`config.mk`:
```
export PLATFORM = sky130hd
export DESIGN_NAME = in_order_load_store_queue_unit
export DESIGN_NICKNAME = d
export VERILOG_FILES = /design/src/rtl/lsq_pkg.sv /design/src/rtl/in_order_load_store_queue_unit.sv /design/src/rtl/lsq_in_reg.sv /design/src/rtl/lsq_ring.sv /design/src/rtl/lsq_out_reg.sv
export SDC_FILE = /design/constraint.sdc
export NUM_CORES = 1
export LEC_CHECK = 0
export BUFFER_PORTS_ARGS = -buffer_cell sky130_fd_sc_hd__buf_2
export CAP_MARGIN = 20
export CELL_PAD_IN_SITES_DETAIL_PLACEMENT = 0
export CELL_PAD_IN_SITES_GLOBAL_PLACEMENT = 1
export CORE_ASPECT_RATIO = 2
export CORE_UTILIZATION = 49
export CTS_CLUSTER_SIZE = 24
export DETAILED_ROUTE_END_ITERATION = 6
export GPL_ROUTABILITY_DRIVEN = 0
export PLACE_DENSITY = 0.95
export SLEW_MARGIN = 30
export SYNTH_ARGS = -nofsm -noshare
export SYNTH_HDL_FRONTEND = slang
export SYNTH_SLANG_ARGS = --single-unit
```
`constraint.sdc`:
```
create_clock -name clock -period 5.2 [get_ports clock]
set_input_delay 1.3 -clock clock [delete_from_list [all_inputs] [get_ports clock]]
set_output_delay 1.3 -clock clock [all_outputs]
set_load 0.1 [all_outputs]
```
`src/rtl/lsq_pkg.sv`:
```
// shared types and constants for the in-order load/store queue
package lsq_pkg;

   localparam int unsigned QUEUE_DEPTH = 8;
   localparam int unsigned PTR_W       = (QUEUE_DEPTH > 2) ? $clog2(QUEUE_DEPTH) : 1;
   localparam int unsigned ENTRY_W     = 3;
   localparam int unsigned CMP_W       = (PTR_W > ENTRY_W) ? PTR_W : ENTRY_W;

   typedef logic [PTR_W-1:0]   ptr_type;
   typedef logic [ENTRY_W-1:0] entry_type;

   // one command word as captured from the request ports
   typedef struct packed {
      logic      allocate_request;
      logic      complete_valid;
      entry_type complete_entry;
      entry_type probe_entry;
      logic      flush_request;
   } req_type;

   // one response word
   typedef struct packed {
      entry_type allocated_entry;
      logic      allocate_rejected;
      logic      queue_full;
      logic      probe_at_head;
      logic      retired;
      logic      flushing;
   } rsp_type;

endpackage

```
`src/rtl/in_order_load_store_queue_unit.sv`:
```
// top level of the in-order load/store queue
//
// one command word is one processor tick: allocate request, completion mark,
// head probe and flush request. a word is taken at a rising edge with start
// high and busy low; busy is high only while reset is held, so a new word
// can be issued in every cycle (one word per cycle sustained).
// the word lands in the input register; from there it updates the ring state
// and loads the response register, and the response shows on the rsp_ ports
// with rsp_valid high for exactly one cycle.
// responses come in issue order, one per word, and cannot be held off.
// ring state (head/tail, busy/ready bits, pending flush) is read as it was
// before the word and written at the end of it. a flush request arms a full
// clear that the following word performs; that word does nothing else.
// synchronous reset empties the ring, clears the pending flush and drops any
// word in flight; no clearing pass is needed afterwards.
module in_order_load_store_queue_unit (
   input  logic               clock,
   input  logic               reset,
   input  logic               start,
   output logic               busy,
   input  logic               req_allocate_request,
   input  logic               req_complete_valid,
   input  lsq_pkg::entry_type req_complete_entry,
   input  lsq_pkg::entry_type req_probe_entry,
   input  logic               req_flush_request,
   output logic               rsp_valid,
   output lsq_pkg::entry_type rsp_allocated_entry,
   output logic               rsp_allocate_rejected,
   output logic               rsp_queue_full,
   output logic               rsp_probe_at_head,
   output logic               rsp_retired,
   output logic               rsp_flushing
);
   import lsq_pkg::*;

   logic    accept;
   req_type req_word;
   logic    stage_valid;
   req_type stage_word;
   rsp_type ring_rsp;
   rsp_type out_word;

   // only reset holds the command port off
   assign busy   = reset;
   assign accept = start && !busy;

   assign req_word.allocate_request = req_allocate_request;
   assign req_word.complete_valid   = req_complete_valid;
   assign req_word.complete_entry   = req_complete_entry;
   assign req_word.probe_entry      = req_probe_entry;
   assign req_word.flush_request    = req_flush_request;

   // capture the command word
   lsq_in_reg u_in_reg (
      .clock     (clock),
      .reset     (reset),
      .accept    (accept),
      .req_in    (req_word),
      .req_valid (stage_valid),
      .req_out   (stage_word)
   );

   // ring state and its per-word update
   lsq_ring u_ring (
      .clock     (clock),
      .reset     (reset),
      .req_valid (stage_valid),
      .req       (stage_word),
      .rsp       (ring_rsp)
   );

   // register the response word and strobe it out
   lsq_out_reg u_out_reg (
      .clock        (clock),
      .reset        (reset),
      .rsp_valid_in (stage_valid),
      .rsp_in       (ring_rsp),
      .rsp_valid    (rsp_valid),
      .rsp_out      (out_word)
   );

   assign rsp_allocated_entry   = out_word.allocated_entry;
   assign rsp_allocate_rejected = out_word.allocate_rejected;
   assign rsp_queue_full        = out_word.queue_full;
   assign rsp_probe_at_head     = out_word.probe_at_head;
   assign rsp_retired           = out_word.retired;
   assign rsp_flushing          = out_word.flushing;

endmodule

```
`src/rtl/lsq_in_reg.sv`:
```
// input register that captures one command word per accepted cycle
module lsq_in_reg (
   input  logic             clock,
   input  logic             reset,
   input  logic             accept,
   input  lsq_pkg::req_type req_in,
   output logic             req_valid,
   output lsq_pkg::req_type req_out
);
   import lsq_pkg::*;

   logic    valid_ff;
   logic    valid_in;
   req_type req_ff;
   req_type req_ff_in;

   assign valid_in  = accept;
   assign req_ff_in = accept ? req_in : req_ff;

   always_ff @(posedge clock) begin
      if (reset) begin
         valid_ff <= 1'b0;
      end else begin
         valid_ff <= valid_in;
      end
      req_ff <= req_ff_in;
   end

   assign req_valid = valid_ff;
   assign req_out   = req_ff;

endmodule

```
`src/rtl/lsq_ring.sv`:
```
// ring state: busy/ready bits, head/tail pointers, flush flag and per-word update
module lsq_ring (
   input  logic             clock,
   input  logic             reset,
   input  logic             req_valid,
   input  lsq_pkg::req_type req,
   output lsq_pkg::rsp_type rsp
);
   import lsq_pkg::*;

   logic [QUEUE_DEPTH-1:0] busy_ff, busy_in;
   logic [QUEUE_DEPTH-1:0] ready_ff, ready_in;
   ptr_type                head_ff, head_in;
   ptr_type                tail_ff, tail_in;
   logic                   flush_pending_ff, flush_pending_in;

   logic [CMP_W-1:0] probe_x;
   logic [CMP_W-1:0] head_x;
   logic [CMP_W-1:0] comp_x;
   logic             comp_in_range;
   logic             full;
   logic             do_alloc;
   logic             do_retire;

   function automatic ptr_type next_slot(ptr_type p);
      if (p == ptr_type'(QUEUE_DEPTH - 1)) begin
         return '0;
      end
      return ptr_type'(p + ptr_type'(1));
   endfunction

   assign probe_x       = CMP_W'(req.probe_entry);
   assign head_x        = CMP_W'(head_ff);
   assign comp_x        = CMP_W'(req.complete_entry);
   assign comp_in_range = ({1'b0, comp_x} < (CMP_W + 1)'(QUEUE_DEPTH));
   assign full          = busy_ff[tail_ff];
   assign do_alloc      = req.allocate_request && !full;
   assign do_retire     = busy_ff[head_ff] && ready_ff[head_ff];

   always_comb begin
      busy_in          = busy_ff;
      ready_in         = ready_ff;
      head_in          = head_ff;
      tail_in          = tail_ff;
      flush_pending_in = flush_pending_ff;

      rsp.allocated_entry   = '0;
      rsp.allocate_rejected = 1'b0;
      rsp.queue_full        = full;
      rsp.probe_at_head     = (probe_x == head_x);
      rsp.retired           = 1'b0;
      rsp.flushing          = 1'b0;

      if (req_valid) begin
         if (flush_pending_ff) begin
            // flush tick: everything else is dropped
            busy_in               = '0;
            ready_in              = '0;
            head_in               = '0;
            tail_in               = '0;
            flush_pending_in      = 1'b0;
            rsp.flushing          = 1'b1;
            rsp.allocate_rejected = req.allocate_request;
         end else begin
            rsp.allocate_rejected = req.allocate_request && full;
            if (req.complete_valid && comp_in_range) begin
               ready_in[comp_x[PTR_W-1:0]] = 1'b1;
            end
            // retire overrides a completion of the same entry
            if (do_retire) begin
               busy_in[head_ff]  = 1'b0;
               ready_in[head_ff] = 1'b0;
               head_in           = next_slot(head_ff);
               rsp.retired       = 1'b1;
            end
            // allocation overrides both
            if (do_alloc) begin
               busy_in[tail_ff]    = 1'b1;
               ready_in[tail_ff]   = 1'b0;
               tail_in             = next_slot(tail_ff);
               rsp.allocated_entry = entry_type'(tail_ff);
            end
            flush_pending_in = req.flush_request;
         end
      end
   end

   always_ff @(posedge clock) begin
      if (reset) begin
         busy_ff          <= '0;
         ready_ff         <= '0;
         head_ff          <= '0;
         tail_ff          <= '0;
         flush_pending_ff <= 1'b0;
      end else begin
         busy_ff          <= busy_in;
         ready_ff         <= ready_in;
         head_ff          <= head_in;
         tail_ff          <= tail_in;
         flush_pending_ff <= flush_pending_in;
      end
   end

endmodule

```
`src/rtl/lsq_out_reg.sv`:
```
// response register with a one-cycle strobe
module lsq_out_reg (
   input  logic             clock,
   input  logic             reset,
   input  logic             rsp_valid_in,
   input  lsq_pkg::rsp_type rsp_in,
   output logic             rsp_valid,
   output lsq_pkg::rsp_type rsp_out
);
   import lsq_pkg::*;

   logic    valid_ff;
   rsp_type rsp_ff;
   rsp_type rsp_ff_in;

   assign rsp_ff_in = rsp_valid_in ? rsp_in : rsp_ff;

   always_ff @(posedge clock) begin
      if (reset) begin
         valid_ff <= 1'b0;
      end else begin
         valid_ff <= rsp_valid_in;
      end
      rsp_ff <= rsp_ff_in;
   end

   assign rsp_valid = valid_ff;
   assign rsp_out   = rsp_ff;

endmodule

```
After elaboration in Yosys (flattened, before gate mapping). Index checks and enable logic that the tools add are counted.

Register bits after elaboration: 42. Input bits: 12. Logic and storage cells: 96.

$add $sub $neg: 2. $lt $le $gt $ge: 6. Equal/unequal tests: 3. Multiplexer cells: 45. Bitwise gates (word level): 8. Reductions and logical operators: 14.

Operators with widths (count): 8-bit two-way mux (13); 8-bit bitwise AND (3); 3-bit two-way mux (8); 1-bit two-way mux (18); 8-bit NOT (2); 8-bit bitwise OR (2); 3-bit by 4-bit < comparator with 1-bit output, second input constant (3); 1-bit binary-select mux with 3-bit select (3); 1-bit demux with 3-bit select (3); 3-bit by 1-bit greater-or-equal comparator with 1-bit output, second input constant (3); 1-bit logical AND (7); 3-bit by 1-bit adder with 3-bit output, second input constant (2); 3-bit equality test, second input constant (2); 2-bit AND reduction (2); 2-bit nonzero test (2); 3-bit equality test (1); 1-bit zero test (2); 2-bit OR reduction (1); 1-bit NOT (1).

Longest topological paths before layout. Gate-level depths: netlist of the first run.

Depth after elaboration: 15. Mapped depth: 6.

By module. Synthesis of the first run repeated with hierarchy kept, for this count alone.

Cells, all modules: 217. Area, all modules: 2140.8 um^2.

Modules (own cells, without submodules): lsq_ring (times used 1, cells each 194, area an instance 1541.5 um^2, sequential area each 460.4 um^2); lsq_in_reg (times used 1, cells each 11, area an instance 304.0 um^2, sequential area each 290.3 um^2); lsq_out_reg (times used 1, cells each 10, area an instance 274.0 um^2, sequential area each 260.2 um^2); in_order_load_store_queue_unit (times used 1, cells each 2, area an instance 21.3 um^2, sequential area each 0.0 um^2).

Worst setup path before layout of the first run. OpenSTA, ideal clock, no wires.

Path type: input to output. From: in reset. To: out busy. Arrival time: 1.563 ns. Slack: 2.337 ns. Cell stages on the path: 1. Buffers on the path: 1. Cell sequence: buf_4.

RTL lines: start: declaration (line in_order_load_store_queue_unit.sv:18) `input logic reset,`; end: declaration (line in_order_load_store_queue_unit.sv:20) `output logic busy,`.

No word-level cell between the ends.

Final worst setup path of the first run.
From: in reset. To: out busy.

No word-level cell between the ends.

==> results.ini, run 1 <==
[outcome]
run_status = finished, final reports clean

[synthesis]
synth_largest_type_area_fraction_pct = 23.4
synth-seq-cells = 42
synthFlopType = sky130_fd_sc_hd__dfxtp_1
yosysUniqueCellTypes = 55
synthTopCellsByCount = 26 x sky130_fd_sc_hd__nand2_1, 25 x sky130_fd_sc_hd__dfxtp_1, 17 x sky130_fd_sc_hd__edfxtp_1
syn-instance-count = 218
synth-async-reset-ratio_pct = 0
synth_nets = 234
yosys.area.top_type = sky130_fd_sc_hd__edfxtp_1
syn-mean-instance-area_um2 = 10.0
seq_area_frac_synth_pct = 46.4
netlist_area_um2 = 2180
post_synth_main_area_contributors = sky130_fd_sc_hd__edfxtp_1 23%, sky130_fd_sc_hd__dfxtp_1 23%, sky130_fd_sc_hd__nand2_1 4.5%, sky130_fd_sc_hd__o21ai_0 2.5%, sky130_fd_sc_hd__a21oi_1 2.3%
synth_most_common_cell = sky130_fd_sc_hd__nand2_1
synthesis.yosys.warnings = 0
synth_enable_flop_cells = 17

[routing]
count_of_nets_left_with_antenna_violations_after_detail_routing = 0
routed_via_density = 6.14
routed-via-count = 1763
avgRoutedWirePerCell_um = 16.7
dr.first_iter.drc_count = 44
drt_drc_violations_left = 0
routed_wl_um = 4790
first_pass_iters = 5

[cells_and_area]
final_cells = 287
insertedDiodeCount = 0
finish.net_count = 248
syn_to_final_growth_pct = 9.93
layout.cell_area.non_filler_um2 = 2400
post_route_cells_drive_above_1_share_pct = 18.0

[min_path]
hold_path_class = flip-flop to flip-flop

[grt]
grtUsageMet1_pct = 22.3
globalRoute.busiestLayer = met2
grt_usage_pct = 22.1
globalRoute.totalOverflow = 0
largest_net_degree_at_the_start_of_global_routing = 22
grtUsageMet3_pct = 4.27
grt_antenna_before_repair = 0
groute.layer.met2.usage_pct = 39.8
via_count_of_the_first_global_routing_pass = 1642
grt_pass1_wl_um = 7770

[setup_path]
cp.arrival_ns = 2.01
kind_of_cell_with_the_highest_combined_delay_on_the_critical_path = buffers and inverters
critPathSlowestCell = sky130_fd_sc_hd__buf_2
setup.worst_path.end = busy
source_of_the_critical_timing_path = reset
cp-end-kind = output pin
worstPathCellList = buf_2 -> buf_2
reg2reg_slack_ns = 2.79
setup.worst_path.class = input port to output pin
cp_max_fo = 15
setup.worst_path.start_class = input port
critPathMaxStageDelay_ns = 0.48
worstPathBufferInverterCount = 2
worst_path_most_repeated_cell = sky130_fd_sc_hd__buf_2
timing.critical_path.depth = 2
worst_r2r_path_depth = 5
worstReg2RegEnd = u_ring.head_ff[1]
timing.critical_path.required_ns = 3.90
worst_r2r_startpoint = u_ring.head_ff[1]

[floorplanning]
die_width_um = 49.2
rows = 34
die-height_um = 96.3
floorplan.die_area_um2 = 4740
boundaryPins = 22
initial_utilization_pct = 50.7
core-area_um2 = 4300

[sta]
timing.final.max_slew_violations = 0
fin_worst_hold_slack_ns = 0.452
timing.final.crit_share_pct = 63.7
final_setup_violations = 0
timing.clock.skew_ns = 0.00515
worst_margin_pin_slew_ns = 0.769
slew_headroom_pct = 48.7
number_of_failing_hold_endpoints_at_the_final_stage = 0
max_clock_freq_mhz = 302
post-route-min-period_ns = 3.31
tns_ns = 0
rsz0062_at_grt = no

[clock_tree]
worst_skew_pair.late_latency_ns = 0.30
cts-buffers-inserted = 5
cts.root.buffer_cell = sky130_fd_sc_hd__clkbuf_8
cts_hold_repair.buffers = 0
clock_tree_from_tritoncts = built
cts-root-to-sink-buffers = 2
clock-sinks = 42
post_cts.resized_instances = 0
path_clk_slew_ns = 0.08
htreeDepth = 2
postCtsSetupBuffers = 0

[power]
post-layout-total-power_mw = 0.696
sequentialPowerShare_pct = 52.8
cell_internal_pwr_mw = 0.517
pwr-share-clk_pct = 37.2
peakVddDrop_v = 0.000291
p_sw_mw = 0.180
power.density_nw_per_um2 = 291
pwr-share-comb_pct = 10.0
switching_share_pct = 25.8
p_leak_nw = 0.885

[run]
max_cap_violations = 0

[placed_design]
place_inst = 279
placedInstanceArea_um2 = 2290
io_buffer_count = 21
dp.final_hpwl_um = 3450

## stage by stage
| step | util [%] | setup slack [ns] |
|---|---|---|
| floorplan | - | 2.34 |
| global placement | 53.2 | 1.91 |
| detailed placement | 53.2 | 1.88 |
| CTS | 55.8 | 1.89 |
| global route | 55.8 | 1.85 |
| finish | 55.8 | 1.89 |
## layout by cell type, fill, tap and decap left out, types with 3 or more instances in the layout
cell type | Yosys | routed
sky130_fd_sc_hd__nand2_1 | 26 | 26
sky130_fd_sc_hd__mux2i_1 | 3 | 3
sky130_fd_sc_hd__o31ai_1 | 3 | 3
sky130_fd_sc_hd__and2_1 | 3 | 3
sky130_fd_sc_hd__o21ai_0 | 11 | 11
sky130_fd_sc_hd__nor2_1 | 12 | 12
sky130_fd_sc_hd__buf_2 | 2 | 21
sky130_fd_sc_hd__nand3_1 | 3 | 3
sky130_fd_sc_hd__nand2b_1 | 6 | 6
sky130_fd_sc_hd__nor2b_1 | 7 | 7
sky130_fd_sc_hd__and4b_1 | 3 | 3
sky130_fd_sc_hd__inv_1 | 5 | 5
sky130_fd_sc_hd__o41ai_1 | 3 | 3
sky130_fd_sc_hd__edfxtp_1 | 17 | 17
sky130_fd_sc_hd__ha_1 | 4 | 4
sky130_fd_sc_hd__nor3_1 | 9 | 9
sky130_fd_sc_hd__a31oi_1 | 4 | 4
sky130_fd_sc_hd__dfxtp_1 | 25 | 25
sky130_fd_sc_hd__xor2_1 | 3 | 3
sky130_fd_sc_hd__a21oi_1 | 10 | 10
sky130_fd_sc_hd__clkbuf_8 | 0 | 5
sky130_fd_sc_hd__a21o_1 | 4 | 4
## registers in the layout, summed over array words and instances (netlist names)
| signal | cells |
|---|---|
| u_ring.tail_ff | 3 |
| u_ring.head_ff | 3 |
| u_out_reg.rsp_out | 8 |
| u_out_reg.rsp_valid | 1 |
| u_ring.busy_ff | 8 |
| u_in_reg.req_valid | 1 |
| u_in_reg.req_out | 9 |
| u_ring.flush_pending_ff | 1 |
| u_ring.ready_ff | 8 |
## logic make-up (layout without fill, tap and decap cells)
logic type	count (synthesis)	after routing	synth area share [%]
compound gates	57	57	20.4
xor+xnor	3	3	1.21
fa+ha+maj	4	4	2.30
buf+inv	19	34	3.90
flops	42	42	46.4
mux	9	9	5.34
simple gates	84	84	20.5
## final cells by class
type	instances	area, µm²
Tap cell	54	67.6
Clock buffer	6	72.6
Multi-Input combinational cell	157	1080
Fill cell	408	1900
Timing Repair Buffer	21	105
Inverter	5	18.8
Sequential cell	42	1010
Clock inverter	2	37.5
## worst min-delay path by stage
stage	startpoint	endpoint	cells past startpoint	slack, ns
after floorplan	u_ring.ready_ff[5]	u_ring.ready_ff[5]	1	0.42
after global placement	u_ring.ready_ff[5]	u_ring.ready_ff[5]	1	0.43
after detailed placement	u_ring.ready_ff[5]	u_ring.ready_ff[5]	1	0.43
after CTS	u_ring.ready_ff[5]	u_ring.ready_ff[5]	1	0.45
after global routing	u_ring.ready_ff[5]	u_ring.ready_ff[5]	1	0.49
final	u_ring.ready_ff[5]	u_ring.ready_ff[5]	1	0.45
## per-layer routing
layer	share of wire [%]	wire, µm	up-vias
li1	-	-	845
met1	38	1840	853
met2	54	2590	47
met3	3.0	145	18
met4	4.6	221	0
met5	0	0	-
## power by group through the flow
| stage | clock, mW | combinational [mW] | sequential [mW] |
|---|---|---|---|
| 2_1_floorplan | 0 | 0.0390 | 0.388 |
| 3_3_place_gp | 0 | 0.0689 | 0.374 |
| 3_5_place_dp | 0 | 0.0696 | 0.375 |
| 4_1_cts | 0.263 | 0.0698 | 0.367 |
| 5_1_grt | 0.276 | 0.0750 | 0.369 |
| 6_report | 0.259 | 0.0698 | 0.367 |
Power figures use the tool's default switching activity.
==> run 2, diff against run 1 <==
--- a/config.mk
+++ b/config.mk
@@ -10,11 +10,11 @@
 export CELL_PAD_IN_SITES_DETAIL_PLACEMENT = 0
 export CELL_PAD_IN_SITES_GLOBAL_PLACEMENT = 1
 export CORE_ASPECT_RATIO = 2
-export CORE_UTILIZATION = 49
+export CORE_UTILIZATION = 41
 export CTS_CLUSTER_SIZE = 24
 export DETAILED_ROUTE_END_ITERATION = 6
 export GPL_ROUTABILITY_DRIVEN = 0
-export PLACE_DENSITY = 0.95
+export PLACE_DENSITY = 0.86
 export SLEW_MARGIN = 30
 export SYNTH_ARGS = -nofsm -noshare
 export SYNTH_HDL_FRONTEND = slang
==> constraint.sdc (replaced) <==
create_clock -name clock -period 2.8 [get_ports clock]
set_input_delay 0.7 -clock clock [delete_from_list [all_inputs] [get_ports clock]]
set_output_delay 0.7 -clock clock [all_outputs]
set_load 0.1 [all_outputs]
==> results.ini, run 2 (synthesized netlist as in run 1, its figures left out) <==
[outcome]
run_status = finished, final reports clean  ; unchanged

[routing]
count_of_nets_left_with_antenna_violations_after_detail_routing = 0  ; unchanged
first_pass_iters = 4  ; was 5
drt_drc_violations_left = 0  ; unchanged
dr.first_iter.drc_count = 59  ; was 44
routed_via_density = 5.87  ; was 6.14
routed_wl_um = 4920  ; was 4790 µm
avgRoutedWirePerCell_um = 16.5  ; was 16.7 µm
routed-via-count = 1748  ; was 1763

[sta]
timing.final.crit_share_pct = 75.3
fin_worst_hold_slack_ns = 0.467  ; was 0.452 ns
rsz0062_at_grt = no  ; unchanged
slew_headroom_pct = 60.4  ; was 48.7%
final.setup.worst_slack_ns = 0.692  ; was 1.89 ns
timing.clock.skew_ns = 0.00790  ; was 0.00515 ns
max_clock_freq_mhz = 474
tns_ns = 0  ; unchanged
final_setup_violations = 0  ; unchanged
timing.final.max_slew_violations = 0  ; unchanged
number_of_failing_hold_endpoints_at_the_final_stage = 0  ; unchanged
worst_margin_pin_slew_ns = 0.592  ; was 0.769 ns
post-route-min-period_ns = 2.11

[clock_tree]
clock-sinks = 42  ; unchanged
post_cts.resized_instances = 0  ; unchanged
htreeDepth = 2  ; unchanged
cts-root-to-sink-buffers = 2  ; unchanged
cts-buffers-inserted = 5  ; unchanged
worst_skew_pair.late_latency_ns = 0.30  ; about the same
cts.root.buffer_cell = sky130_fd_sc_hd__clkbuf_8  ; unchanged
clock_tree_from_tritoncts = built  ; unchanged
path_clk_slew_ns = 0.08  ; about the same
postCtsSetupBuffers = 0  ; unchanged
cts_hold_repair.buffers = 0  ; unchanged

[floorplanning]
initial_utilization_pct = 42.4  ; was 50.7%
boundaryPins = 22  ; unchanged
core-area_um2 = 5140  ; was 4300 µm²
die-height_um = 105  ; was 96.3 µm
floorplan.die_area_um2 = 5630  ; was 4740 µm²
die_width_um = 53.6  ; was 49.2 µm
rows = 37  ; was 34

[setup_path]
timing.critical_path.required_ns = 2.10  ; was 3.90 ns
worstPathBufferInverterCount = 2  ; unchanged
worst_r2r_path_depth = 5  ; unchanged
setup.worst_path.start_class = input port  ; unchanged
worst_path_most_repeated_cell = sky130_fd_sc_hd__buf_2  ; unchanged
reg2reg_slack_ns = 0.77  ; was 2.79 ns
worstReg2RegEnd = u_ring.tail_ff[2]  ; was u_ring.head_ff[1]
worst_r2r_startpoint = u_ring.tail_ff[1]  ; was u_ring.head_ff[1]
worstPathCellList = buf_2 -> buf_2  ; unchanged
setup.worst_path.class = input port to output pin  ; unchanged
cp_max_fo = 15  ; unchanged
kind_of_cell_with_the_highest_combined_delay_on_the_critical_path = buffers and inverters  ; unchanged
critPathMaxStageDelay_ns = 0.48  ; about the same
cp.arrival_ns = 1.41  ; was 2.01 ns
cp-end-kind = output pin  ; unchanged
critPathSlowestCell = sky130_fd_sc_hd__buf_2  ; unchanged

[grt]
via_count_of_the_first_global_routing_pass = 1701  ; was 1642
grt_usage_pct = 20.4  ; was 22.1%
grt_pass1_wl_um = 8340  ; was 7770 µm
globalRoute.totalOverflow = 0  ; unchanged
largest_net_degree_at_the_start_of_global_routing = 21  ; was 22
grt_antenna_before_repair = 0  ; unchanged

[cells_and_area]
mostFrequentLayoutCell = sky130_fd_sc_hd__nand2_1  ; unchanged
finish.net_count = 255  ; was 248
ff_latch_area_um2 = 1010  ; unchanged
layout_common_cells = 26 x sky130_fd_sc_hd__nand2_1, 25 x sky130_fd_sc_hd__dfxtp_1, 21 x sky130_fd_sc_hd__buf_2, 17 x sky130_fd_sc_hd__edfxtp_1, 12 x sky130_fd_sc_hd__nor2_1  ; unchanged
post_route_cells_drive_above_1_share_pct = 20.0  ; was 18.0%
layout.cell_area.non_filler_um2 = 2450  ; was 2400 µm²
syn_to_final_growth_pct = 12.4  ; was 9.93%
number_of_flip_flops_under_the_largest_register_name = 9  ; unchanged
area_of_combinational_cells_with_multiple_inputs_um2 = 1080  ; unchanged
insertedDiodeCount = 0  ; unchanged
fillCellCount = 496  ; was 408

[placed_design]
pre_cts_slack_ns = 0.678  ; was 1.88 ns
placedInstanceArea_um2 = 2340  ; was 2290 µm²
dp.final_hpwl_um = 3660  ; was 3450 µm
io_buffer_count = 21  ; unchanged

[min_path]
min_delay_src = u_ring.ready_ff[5]  ; unchanged
hold-path-cell-count = 1  ; unchanged
hold_path_class = flip-flop to flip-flop  ; unchanged
worst_hold_path.endpoint = u_ring.ready_ff[5]  ; unchanged

[power]
peakVddDrop_v = 0.000381  ; was 0.000291 V
p_leak_nw = 0.922  ; was 0.885 nW
power.density_nw_per_um2 = 528  ; was 291 nW/µm²
post-layout-total-power_mw = 1.29  ; was 0.696 mW

[run]
max_cap_violations = 0  ; unchanged

run 2: cell count changes in the layout (fill, tap and decap cells not counted), sizes merged:
cell,change
clkinv,+1
clkinvlp,-1
buf,+7
run 2: cell type report:
class                           count  share of cell area [%]
Multi-Input combinational cell    157                    44.2
Sequential cell                    42                    41.3
Timing Repair Buffer               28                    6.44
Clock buffer                        6                    2.96
Tap cell                           58                    2.96
Clock inverter                      2                    1.38
Inverter                            5                   0.766
run 2: worst max path at each step:
| stage | start | end | slack [ns] | depth (start not counted) |
|---|---|---|---|---|
| finish | reset | busy | 0.69 | 2 |
| global route | u_ring.tail_ff[1] | u_ring.tail_ff[2] | 0.61 | 5 |
| CTS | reset | busy | 0.68 | 2 |
| detailed placement | reset | busy | 0.68 | 2 |
| global placement | reset | busy | 0.69 | 2 |
| floorplan | reset | u_ring.ready_ff[5] | 0.90 | 6 |
run 2: routing by layer:
layer | GRT usage, % | wire length, µm
met1 | 23.0 | 1900
met2 | 35.1 | 2790
met3 | 3.78 | 111
met4 | 9.02 | 117
met5 | 0 | 0
run 2: power by group:
group	internal, mW	switching, mW
clock network	0.263	0.214
logic	0.0398	0.101
registers	0.657	0.0189
run 2: per-stage QoR:
step | util, % | std cells
global placement | 45.6 | 290
CTS | 47.7 | 298
detailed placement | 45.6 | 290
floorplan | - | 218
global route | 47.7 | 298
finish | 47.7 | 298
==> run 3, diff against run 2 <==
==> constraint.sdc (replaced) <==
create_clock -name clock -period 1.85 [get_ports clock]
set_input_delay 0.4625 -clock clock [delete_from_list [all_inputs] [get_ports clock]]
set_output_delay 0.4625 -clock clock [all_outputs]
set_load 0.1 [all_outputs]
==> results.ini, run 3 (synthesized netlist as in run 1, its figures left out) <==
[cells_and_area]
finish.net_count = 275  ; was 255
mostFrequentLayoutCell = sky130_fd_sc_hd__buf_4  ; was sky130_fd_sc_hd__nand2_1
fillCellCount = 489  ; was 496
final_core_util_pct = 50.6  ; was 47.7%
number_of_flip_flops_under_the_largest_register_name = 9  ; unchanged
syn_to_final_growth_pct = 19.4  ; was 12.4%
post_route_cells_drive_above_1_share_pct = 28.5  ; was 20.0%
layout.cell_area.non_filler_um2 = 2600  ; was 2450 µm²
layout_common_cells = 27 x sky130_fd_sc_hd__buf_4, 26 x sky130_fd_sc_hd__nand2_1, 21 x sky130_fd_sc_hd__dfxtp_1, 20 x sky130_fd_sc_hd__buf_2, 17 x sky130_fd_sc_hd__edfxtp_1  ; was 26 x sky130_fd_sc_hd__nand2_1, 25 x sky130_fd_sc_hd__dfxtp_1, 21 x sky130_fd_sc_hd__buf_2, 17 x sky130_fd_sc_hd__edfxtp_1, 12 x sky130_fd_sc_hd__nor2_1
insertedDiodeCount = 0  ; unchanged
final_cells = 318  ; was 298

[clock_tree]
worst_skew_pair.late_latency_ns = 0.31  ; was 0.30 ns
postCtsSetupBuffers = 0  ; unchanged
cts-buffers-inserted = 5  ; unchanged
clock-sinks = 42  ; unchanged
cts.root.buffer_cell = sky130_fd_sc_hd__clkbuf_8  ; unchanged
post_cts.resized_instances = 0  ; unchanged
cts-root-to-sink-buffers = 2  ; unchanged
htreeDepth = 2  ; unchanged
path_clk_slew_ns = 0.08  ; about the same
clock_tree_from_tritoncts = built  ; unchanged
cts_hold_repair.buffers = 0  ; unchanged

[sta]
final_setup_violations = 0  ; unchanged
timing.final.crit_share_pct = 98.0
max_clock_freq_mhz = 552
rsz0062_at_grt = yes  ; was no
tns_ns = 0  ; unchanged
fin_worst_hold_slack_ns = 0.326  ; was 0.467 ns
worst_margin_pin_slew_ns = 0.605  ; was 0.592 ns
final.setup.worst_slack_ns = 0.0374  ; was 0.692 ns
slew_headroom_pct = 59.2  ; was 60.4%
number_of_failing_hold_endpoints_at_the_final_stage = 0  ; unchanged
timing.clock.skew_ns = 0.00890  ; was 0.00790 ns
post-route-min-period_ns = 1.81
timing.final.max_slew_violations = 0  ; unchanged

[grt]
via_count_of_the_first_global_routing_pass = 1802  ; was 1701
groute.layer.met2.usage_pct = 39.7  ; was 35.1%
grtUsageMet1_pct = 21.6  ; was 23.0%
largest_net_degree_at_the_start_of_global_routing = 16  ; was 21
grtUsageMet3_pct = 4.22  ; was 3.78%
grt_usage_pct = 22.2  ; was 20.4%
globalRoute.busiestLayer = met2  ; unchanged
globalRoute.totalOverflow = 0  ; unchanged
grt_pass1_wl_um = 8750  ; was 8340 µm
grt_antenna_before_repair = 0  ; unchanged

[placed_design]
placedInstanceArea_um2 = 2510  ; was 2340 µm²
pre_cts_slack_ns = 0.0254  ; was 0.678 ns
io_buffer_count = 21  ; unchanged
place_inst = 310  ; was 290
dp.final_hpwl_um = 4260  ; was 3660 µm

[setup_path]
timing.critical_path.required_ns = 2.09  ; was 2.10 ns
critPathSlowestCell = sky130_fd_sc_hd__dfxtp_1  ; was sky130_fd_sc_hd__buf_2
cp.arrival_ns = 2.05  ; was 1.41 ns
worstPathCellList = buf_4 -> nand2_1 -> o32ai_1 -> a211oi_2 -> mux2_1 -> a21oi_1  ; was buf_2 -> buf_2
setup.worst_path.start_class = flip-flop  ; was input port
critPathMaxStageDelay_ns = 0.50  ; was 0.48 ns
setup.worst_path.class = flip-flop to flip-flop  ; was input port to output pin
reg2reg_slack_ns = 0.04  ; was 0.77 ns
worst_r2r_startpoint = u_ring.head_ff[2]  ; was u_ring.tail_ff[1]
worst_r2r_path_depth = 6  ; was 5
kind_of_cell_with_the_highest_combined_delay_on_the_critical_path = compound AO/OA/AOI/OAI gates  ; was buffers and inverters
cp_max_fo = 7  ; was 15
cp-end-kind = flip-flop  ; was output pin
worstReg2RegEnd = u_ring.head_ff[1]  ; was u_ring.tail_ff[2]
worstPathBufferInverterCount = 1  ; was 2

[power]
post-layout-total-power_mw = 1.85  ; was 1.29 mW
peakVddDrop_v = 0.000665  ; was 0.000381 V
p_leak_nw = 1.03  ; was 0.922 nW
power.density_nw_per_um2 = 709  ; was 528 nW/µm²

[min_path]
hold_path_class = input port to flip-flop  ; was flip-flop to flip-flop
hold-path-cell-count = 1  ; unchanged
min_delay_src = req_probe_entry[1]  ; was u_ring.ready_ff[5]
worst_hold_path.endpoint = u_in_reg.req_out[2]  ; was u_ring.ready_ff[5]

[outcome]
run_status = finished, final reports clean  ; unchanged

[routing]
dr.first_iter.drc_count = 54  ; was 59
drt_drc_violations_left = 0  ; unchanged
routed_wl_um = 5510  ; was 4920 µm
count_of_nets_left_with_antenna_violations_after_detail_routing = 0  ; unchanged
first_pass_iters = 4  ; unchanged
avgRoutedWirePerCell_um = 17.3  ; was 16.5 µm
routed_via_density = 5.79  ; was 5.87
routed-via-count = 1841  ; was 1748

[floorplanning]
die-height_um = 105  ; unchanged
die_width_um = 53.6  ; unchanged
initial_utilization_pct = 42.4  ; unchanged
core-area_um2 = 5140  ; unchanged
boundaryPins = 22  ; unchanged
rows = 37  ; unchanged
floorplan.die_area_um2 = 5630  ; unchanged

[run]
max_cap_violations = 0  ; unchanged

[run 3: changes by cell type in the layout (fill, tap and decap cells not counted), sizes merged]
cell,before,now
buf,28,48
bufinv,1,0
clkinv,1,2
[run 3: layer usage]
metal  part of all wire (%)  vias up
met5                      0        -
met1                     34      875
met3                    3.4       20
li1                       -      891
met4                    5.2        0
met2                     57       55
[run 3: area by class of cell]
cell class                      instances  area, µm²  area share (%)
Multi-Input combinational cell        157       1090            41.9
Clock buffer                            6       72.6            2.79
Timing Repair Buffer                   48        323            12.4
Sequential cell                        42       1020            39.0
Inverter                                5       18.8           0.721
Clock inverter                          2       10.0           0.385
Tap cell                               58       72.6            2.79
[run 3: report_power, final]
group	switching [mW]	internal, mW	total (mW)
registers	0.0243	0.995	1.02
clock network	0.320	0.262	0.581
logic	0.165	0.0804	0.246
total	0.509	1.34	1.85
[run 3: worst max-delay path by stage]
stage | from | to | cells after the start
finish | u_ring.head_ff[2] | u_ring.head_ff[1] | 6
global placement | u_ring.head_ff[1] | u_ring.head_ff[1] | 6
detailed placement | reset | u_ring.ready_ff[5] | 6
CTS | u_ring.tail_ff[0] | u_ring.tail_ff[1] | 5
global route | u_ring.head_ff[1] | u_ring.head_ff[1] | 6
floorplan | u_in_reg.req_valid | u_ring.ready_ff[5] | 6
